**config.mk**
```make
export PLATFORM = sky130hd
export DESIGN_NAME = sadf_ram
export DESIGN_NICKNAME = d
export VERILOG_FILES = /design/src/hdl/sadf_ram.sv
export SDC_FILE = /design/constraint.sdc
export NUM_CORES = 1
export LEC_CHECK = 0
export BUFFER_PORTS_ARGS = -buffer_cell sky130_fd_sc_hd__buf_2
export CAP_MARGIN = 10
export CORE_UTILIZATION = 30
export DETAILED_ROUTE_END_ITERATION = 16
export PLACE_DENSITY = 0.5
export SLEW_MARGIN = 40
export SYNTH_ARGS = -nofsm -noshare
export SYNTH_HDL_FRONTEND = slang
export SYNTH_SLANG_ARGS = --single-unit
export TNS_END_PERCENT = 5
```
**constraint.sdc**
```tcl
create_clock -name i_clk -period 2.7 [get_ports i_clk]
set_input_delay 0.405 -clock i_clk [delete_from_list [all_inputs] [get_ports i_clk]]
set_output_delay 0.405 -clock i_clk [all_outputs]
set_load 0.1 [all_outputs]
```
**src/hdl/sadf_ram.sv**
```systemverilog
// ----------------------------------------------------------------------------
// sadf_ram: simple dual-port synchronous RAM
// One write port, one read port, read data registered.
// ----------------------------------------------------------------------------
module sadf_ram #(
    parameter int DEPTH = 32,
    parameter int WIDTH = 10,
    parameter int AW    = 5
) (
    input  logic             i_clk,
    input  logic             i_we,
    input  logic [AW-1:0]    i_waddr,
    input  logic [WIDTH-1:0] i_wdata,
    input  logic [AW-1:0]    i_raddr,
    output logic [WIDTH-1:0] o_rdata
);

    logic [WIDTH-1:0] r_mem [DEPTH];
    logic [WIDTH-1:0] r_rdata;

    always_ff @(posedge i_clk) begin
        if (i_we) begin
            r_mem[i_waddr] <= i_wdata;
        end
        r_rdata <= r_mem[i_raddr];
    end

    assign o_rdata = r_rdata;

endmodule

```
==> summary.md, run 1 <==
| Metric | Value |
|---|---|
| Kind of critical path | `reg2out` |
| Reg-to-reg slack, setup | `1.24 ns` |
| Critical path capture point | `o_rdata[8]` |
| Worst slew pin tran | `0.7338 ns` |
| Synthesized netlist cell count | `733` |
| F_max | `0.5402 GHz` |
| CP peak stage delay | `0.48 ns` |
| Peak supply drop | `0.4451 mV` |
| Share of the yosys chip area belonging to registers | `0.7549` |
| Fin crit share | `0.6856` |
| Post-Syn Area | `12990 um^2` |
| Routed via count | `6571` |
| EDFF count, synth | `320` |
| Setup WS pre-CTS | `0.4720 ns` |
| Starting density of the core | `0.3070` |
| Status | `finished clean` |
| Final GP Congestion | `0.7631` |
| CTS buffer count | `37` |
| Post-DRT Antenna Nets | `0` |
| Yosys reg bits | `330` |
| Reg2reg start | `r_mem[5][3]$_DFFE_PP_` |
| CP delay by family, top | `buffers and inverters` |
| Synth top area share | `0.7395` |
| Avg Inst Size Synth | `17.73 um^2` |
| Critical Path RT | `2.30 ns` |
| Nets | `831` |
| CORE AREA | `42320 um^2` |
| Worst-path cell chain | `buf_2` |
| Largest net degree at the start of global routing | `61` |
| Layout overhead on the synthesized area | `16.97%` |
| CP bufs+invs | `1` |
| Reg-to-reg endpoint | `o_rdata[3]$_DFF_P_` |
| Yosys top cell by area | `edfxtp_1` |
| Worst R2R Path Depth | `5` |
| Fill cells | `4002` |
| Dominant cells by area after synthesis | `edfxtp_1, mux2i_1, a22oi_1, dfxtp_1, a22o_1` |
| Max cap viols | `0` |
| Final min period | `1.851 ns` |
| TritonCTS clock tree | `done` |
| Clock buffer depth | `3` |
| N_diodes | `0` |
| DIE AREA | `44150 um^2` |
| # rows | `75` |
| Dpl hpwl | `18270 um` |
| Slew Limit Fails | `0` |
| Detailed Routing Iterations Pass 1 | `5` |
| Layout cells sized above 1 | `0.1770` |
| Hold depth | `3` |
| Main synth FF type | `edfxtp_1` |
| Post CTS Setup Buffer Count | `0` |
| Worst setup EP type | `output pin` |
| Global route overflow | `0` |
| Insertion delay to the later sink of the worst-skew pair | `0.52 ns` |
| Crit path launch type | `flop` |
| Hold Worst Slack | `0.3258 ns` |
| Leak Pwr | `5.298 nW` |
| Hold Buf Count CTS | `0` |
| Async set or reset register ratio after synthesis | `0` |
| Final Hold Vio Count | `0` |
| Worst path depth | `1` |
| Design Power | `0.01153 W` |
| H-Tree Depth | `2` |
| Crit path max fanout | `1` |
| Crit path DAT | `1.45 ns` |
| Slew Limit Headroom | `0.5108` |
| Most frequent cell after synthesis | `edfxtp_1` |
| Die X | `210.1 um` |
| Via-to-Cell Ratio | `4.650` |
| Top Ports | `32` |
| Setup_tns | `0 ns` |
| Clock root buffer master | `clkbuf_16` |
| PortBufs | `31` |
| Hold Path Class | `in2reg` |
| Layout Utilization | `0.3591` |
| GRT Total Usage | `0.1364` |
| Unrepaired setup endpoints after global routing | `false` |
| Final WL | `29560 um` |
| Post-synth net total | `755` |
| Clock sink count | `330` |
| Initial antenna violation count | `0` |
| Initial drt markers | `504` |
| Post-synth cell types | `28` |
| CP Launch Point | `o_rdata[8]$_DFF_P_` |
| YS warnings | `0` |
| Routed wire per std cell | `20.92 um` |
| Most frequent cells after synthesis | `edfxtp_1, mux2i_1, a22oi_1` |
| Die Y | `210.1 um` |
| Post-CTS resize count | `0` |
| Slowest CP cell | `buf_2` |
| Final setup fails | `0` |
| Final WS setup | `0.8490 ns` |
| Vias in the first global route | `6807` |
| Global-route wire length before repair | `44370 um` |
| Setup Skew | `0.01871 ns` |
| Drt drc | `0` |
| Clock-pin slew on the worst setup and hold paths | `0.06 ns` |
| Pwr Density | `758.5 nW/um^2` |
flip-flops by register name, indices dropped and copies added (netlist names):
name     flops
r_mem      320
o_rdata     10
where the power goes:
part           internal, W  switching [W]  leakage [nW]
clock              0.00316        0.00191         0.616
combinational     0.000197       0.000528          1.71
sequential         0.00570      0.0000312          2.97
total              0.00906        0.00247          5.30
tightest hold or removal path, cell delays in order:
cell and delay, ns:
buf_2 0.20, nand4_1 0.11, nand3_1 0.07
worst min-delay path by stage:
stage	from	endpoint	slack, ns
floorplan	i_wdata[0]	r_mem[0][0]$_DFFE_PP_	0.50
global placement	r_mem[16][6]$_DFFE_PP_	o_rdata[6]$_DFF_P_	0.60
detailed placement	r_mem[16][6]$_DFFE_PP_	o_rdata[6]$_DFF_P_	0.61
CTS	i_raddr[3]	o_rdata[2]$_DFF_P_	0.31
global route	i_raddr[3]	o_rdata[2]$_DFF_P_	0.35
finish	i_raddr[3]	o_rdata[2]$_DFF_P_	0.33
per-layer routing:
layer | global-route usage | wire length, um | vias up
li1 | - | - | 3060
met4 | 0.04833 | 837 | 0
met3 | 0.02175 | 1312 | 39
met5 | 0 | 0 | -
met1 | 0.1970 | 14100 | 3317
met2 | 0.2072 | 13310 | 155
metrics by stage:
step                cell area [um^2]  instances
global route                   15200       1413
detailed placement             13950       1347
CTS                            15200       1413
global placement               13950       1347
floorplan                      12990        733
finish                         15200       1413
cell usage in the layout, fill, tap and decap left out:
master / instances
a21oi_1: 20
a22o_1: 20
a22oi_1: 40
a31oi_1: 10
and2_1: 1
buf_12: 5
buf_2: 30
buf_4: 42
bufinv_16: 5
clkbuf_1: 7
clkbuf_16: 39
clkbuf_8: 3
clkinv_1: 4
clkinv_2: 8
dfxtp_1: 10
edfxtp_1: 320
inv_6: 1
mux2i_1: 160
nand2_1: 21
nand2b_1: 2
nand3_1: 22
nand3b_1: 5
nand4_1: 10
nor2_1: 33
nor2_4: 1
nor2b_4: 2
nor3_1: 1
nor3_2: 9
or2_2: 1
or3_1: 1
or3b_1: 1
or3b_2: 2
kinds of logic after synthesis:
logic type | synth area share
AND/OR/NAND/NOR | 0.04478
multiplexers | 0.1233
buffers and inverters | 0.02793
AO/OA/AOI/OAI | 0.04911
flip-flops | 0.7549
layout make-up:
type / count / area, um^2 / share of cell area
Clock buffer: 48 / 1030 / 0.06775
Clock inverter: 18 / 214.0 / 0.01408
Multi-Input combinational cell: 362 / 2844 / 0.1871
Sequential cell: 330 / 9809 / 0.6454
Tap cell: 577 / 721.9 / 0.04750
Timing Repair Buffer: 78 / 579.3 / 0.03812
(Power assumes the default switching activity.)
==> run 2, diff against run 1 <==
--- a/config.mk
+++ b/config.mk
@@ -5,6 +5,7 @@
 export SDC_FILE = /design/constraint.sdc
 export NUM_CORES = 1
 export LEC_CHECK = 0
+export ABC_AREA = 1
 export BUFFER_PORTS_ARGS = -buffer_cell sky130_fd_sc_hd__buf_2
 export CAP_MARGIN = 10
 export CORE_UTILIZATION = 30
==> constraint.sdc (replaced) <==
create_clock -name i_clk -period 1.9 [get_ports i_clk]
set_input_delay 0.285 -clock i_clk [delete_from_list [all_inputs] [get_ports i_clk]]
set_output_delay 0.285 -clock i_clk [all_outputs]
set_load 0.1 [all_outputs]
==> summary.md, run 2 <==
| Metric | Value |
|---|---|
| Hold Path Class | `in2reg` |
| Clock buffer depth | `3 (unchanged)` |
| Post-Syn Area | `13330 um^2 (+2.6%)` |
| Peak supply drop | `0.3952 mV (-11%)` |
| Vias in the first global route | `8394 (+23%)` |
| Slew Limit Headroom | `0.4756 (-0.03525)` |
| Leak Pwr | `5.707 nW (+7.7%)` |
| Clock root buffer master | `clkbuf_16` |
| Async set or reset register ratio after synthesis | `0 (unchanged)` |
| Max reg flops | `320 (unchanged)` |
| Insertion delay to the later sink of the worst-skew pair | `0.52 ns (about the same)` |
| Comb pwr share | `0.077 (+0.014)` |
| Die X | `212.8 um (+1.3%)` |
| Clk pwr share | `0.402 (-0.038)` |
| Post-CTS resize count | `0 (unchanged)` |
| Final setup fails | `0 (unchanged)` |
| Biggest register | `r_mem` |
| Worst setup EP type | `output pin` |
| Crit path launch type | `flop` |
| Routed via count | `8463 (+29%)` |
| Synth top area share | `0.7209 (-0.01867)` |
| PortBufs | `31 (unchanged)` |
| WL met2 | `16940 um (+27%)` |
| Internal power | `0.01199 W (+32%)` |
| Kind of critical path | `reg2out` |
| Pwr Density | `1008 nW/um^2 (+33%)` |
| Avg Inst Size Synth | `11.69 um^2 (-34%)` |
| Via-to-Cell Ratio | `4.668 (+0.38%)` |
| Largest family of logic cells by synthesized area | `simple AND/OR/NAND/NOR gates` |
| Setup_tns | `0 ns (unchanged)` |
| YS warnings | `0 (unchanged)` |
| CTS buffer count | `35 (-5.4%)` |
| Routed wire per std cell | `19.31 um (-7.7%)` |
| Post-Synth Adder-Cell Area | `0 (unchanged)` |
| Max cap viols | `0 (unchanged)` |
| Crit path max fanout | `1 (unchanged)` |
| Nets | `1227 (+48%)` |
| TritonCTS clock tree | `done` |
| Most frequent cells in the layout | `nand2_1, edfxtp_1, nand3_1` |
| Status | `finished clean` |
| Share of the yosys chip area belonging to registers | `0.7359 (-0.01906)` |
| Most frequent cell after synthesis | `nand2_1` |
| Synth Area in Simple Gates | `0.2303 (+0.1856)` |
| Worst slew pin tran | `0.7867 ns (+0.05288 ns)` |
| Top Ports | `32 (unchanged)` |
| Critical Path RT | `1.62 ns (-0.68 ns)` |
| Final min period | `1.669 ns` |
| CP peak stage delay | `0.46 ns (-0.02 ns)` |
| CORE AREA | `43460 um^2 (+2.7%)` |
| Starting density of the core | `0.3067 (about the same)` |
| Sequential Power Share | `0.522 (+0.025)` |
| Post-synthesis mux area share | `0 (-0.1233)` |
| Post CTS Setup Buffer Count | `0 (unchanged)` |
| Fin crit share | `0.8783` |
| Global route overflow | `0 (unchanged)` |
| Synth Area in XOR/XNOR | `0 (unchanged)` |
| Clock sink count | `330 (unchanged)` |
| Post-DRT Antenna Nets | `0 (unchanged)` |
| Met3 WL | `1481 um (+13%)` |
| Synthesized netlist cell count | `1140 (+56%)` |
| Initial antenna violation count | `0 (unchanged)` |
| Final WL | `35020 um (+18%)` |
| Setup Skew | `0.02344 ns (+0.004726 ns)` |
| Uppermost layer routed | `met4` |
| DIE AREA | `45280 um^2 (+2.6%)` |
| Largest net degree at the start of global routing | `81 (+33%)` |
| Detailed Routing Iterations Pass 1 | `5 (unchanged)` |
| Post-synth net total | `1162 (+54%)` |
| Fill cells | `4270 (+6.7%)` |
| H-Tree Depth | `2 (unchanged)` |
| Crit path DAT | `1.38 ns (-0.07 ns)` |
| Slowest CP cell | `buf_2` |
| Worst-path cell chain | `buf_2` |
| Dpl hpwl | `20680 um (+13%)` |
| GRT Total Usage | `0.1596 (+0.02318)` |
| Final GP Congestion | `0.7982 (+4.6%)` |
| Post-synth cell types | `15 (-46%)` |
| Die Y | `212.8 um (+1.3%)` |
| Drt drc | `0 (unchanged)` |
| Hold Buf Count CTS | `0 (unchanged)` |
| Layout overhead on the synthesized area | `16.10%` |
| CP bufs+invs | `1 (unchanged)` |
| Most frequent cells after synthesis | `nand2_1, edfxtp_1, nand3_1` |
| Most common cell after layout, fill and taps aside | `nand2_1` |
| Initial drt markers | `584 (+16%)` |
| Dominant cells by area after synthesis | `edfxtp_1, nand2_1, nand3_1, dfxtp_1, nor2_1` |
| N_diodes | `0 (unchanged)` |
| Design Power | `0.01560 W (+35%)` |
| Sw frac | `0.2310 (+0.01677)` |
| EDFF count, synth | `320 (unchanged)` |
| # rows | `76 (+1.3%)` |
| Slew Limit Fails | `0 (unchanged)` |
| Unrepaired setup endpoints after global routing | `false` |
| Yosys reg bits | `330 (unchanged)` |
| Global-route wire length before repair | `52970 um (+19%)` |
| Metal-1 WL | `15570 um (+10%)` |
| Layout cells sized above 1 | `0.1156 (-0.06140)` |
| Final Hold Vio Count | `0 (unchanged)` |
| CP delay by family, top | `buffers and inverters` |
| Net Sw Power | `0.003603 W (+46%)` |
| Compound-Gate Fraction of Synth Area | `0 (-0.04911)` |
| F_max | `0.5993 GHz` |
| Main synth FF type | `edfxtp_1` |
| Clock-pin slew on the worst setup and hold paths | `0.06 ns (about the same)` |
| Yosys top cell by area | `edfxtp_1` |
-- run 2: cell types whose count changed after synthesis, sizes merged, moves of 11 or more --
cell | before | now
a21oi | 20 | 0
a22o | 20 | 0
a22oi | 40 | 0
buf | 34 | 48
clkbuf | 7 | 18
mux2i | 160 | 0
nand2 | 21 | 450
nand3 | 22 | 252
-- run 2: layout make-up --
| type | instances | area (um^2) | area share |
|---|---|---|---|
| inverters | 10 | 40.04 | 0.002587 |
| multi-input cells | 734 | 3070 | 0.1984 |
| well taps | 585 | 732.0 | 0.04730 |
| flip-flops and latches | 330 | 9809 | 0.6338 |
| clock inverters | 14 | 61.31 | 0.003962 |
| repair buffers | 94 | 783.3 | 0.05061 |
| clock buffers | 46 | 979.7 | 0.06330 |
-- run 2: path summary, 6_finish.rpt --
kind,startpoint,to,slack (ns),cells past startpoint
max,o_rdata[5]$_DFF_P_,o_rdata[5],0.23,1
min,i_raddr[4],o_rdata[2]$_DFF_P_,0.15,3
max reg2reg,r_mem[9][2]$_DFFE_PP_,o_rdata[2]$_DFF_P_,0.69,8
min reg2reg,r_mem[26][9]$_DFFE_PP_,o_rdata[9]$_DFF_P_,0.77,8
-- run 2: routing by layer --
metal,GRT usage,vias to the layer above
li1,-,4086
met4,0.05631,0
met1,0.2103,4144
met5,0,-
met3,0.02559,58
met2,0.2657,175
-- run 2: power by group through the flow --
stage	Sequential [W]	Clock, W	Combinational [W]
4_1_cts	0.00814	0.00644	0.00122
3_3_place_gp	0.00829	0	0.00121
2_1_floorplan	0.00846	0	0.000554
5_1_grt	0.00814	0.00669	0.00131
6_report	0.00814	0.00626	0.00120
3_5_place_dp	0.00829	0	0.00122
-- run 2: kinds of logic (layout without fill, tap and decap cells) --
| logic type | count (synthesis) | in the layout |
|---|---|---|
| buffers and inverters | 76 | 164 |
| flip-flops | 330 | 330 |
| AND/OR/NAND/NOR | 734 | 734 |
-- run 2: stage by stage --
stage / hold WS [ns] / utilization / setup slack (ns) / instance area (um^2) / cells
global route: 0.1553 / 0.3561 / 0.1927 / 15480 / 1813
finish: 0.1473 / 0.3561 / 0.2313 / 15480 / 1813
global placement: 0.6873 / 0.3322 / 0.1563 / 14440 / 1753
detailed placement: 0.6923 / 0.3322 / 0.1725 / 14440 / 1753
CTS: 0.1433 / 0.3561 / 0.1675 / 15480 / 1813
floorplan: 0.3839 / - / 0.4923 / 13330 / 1140
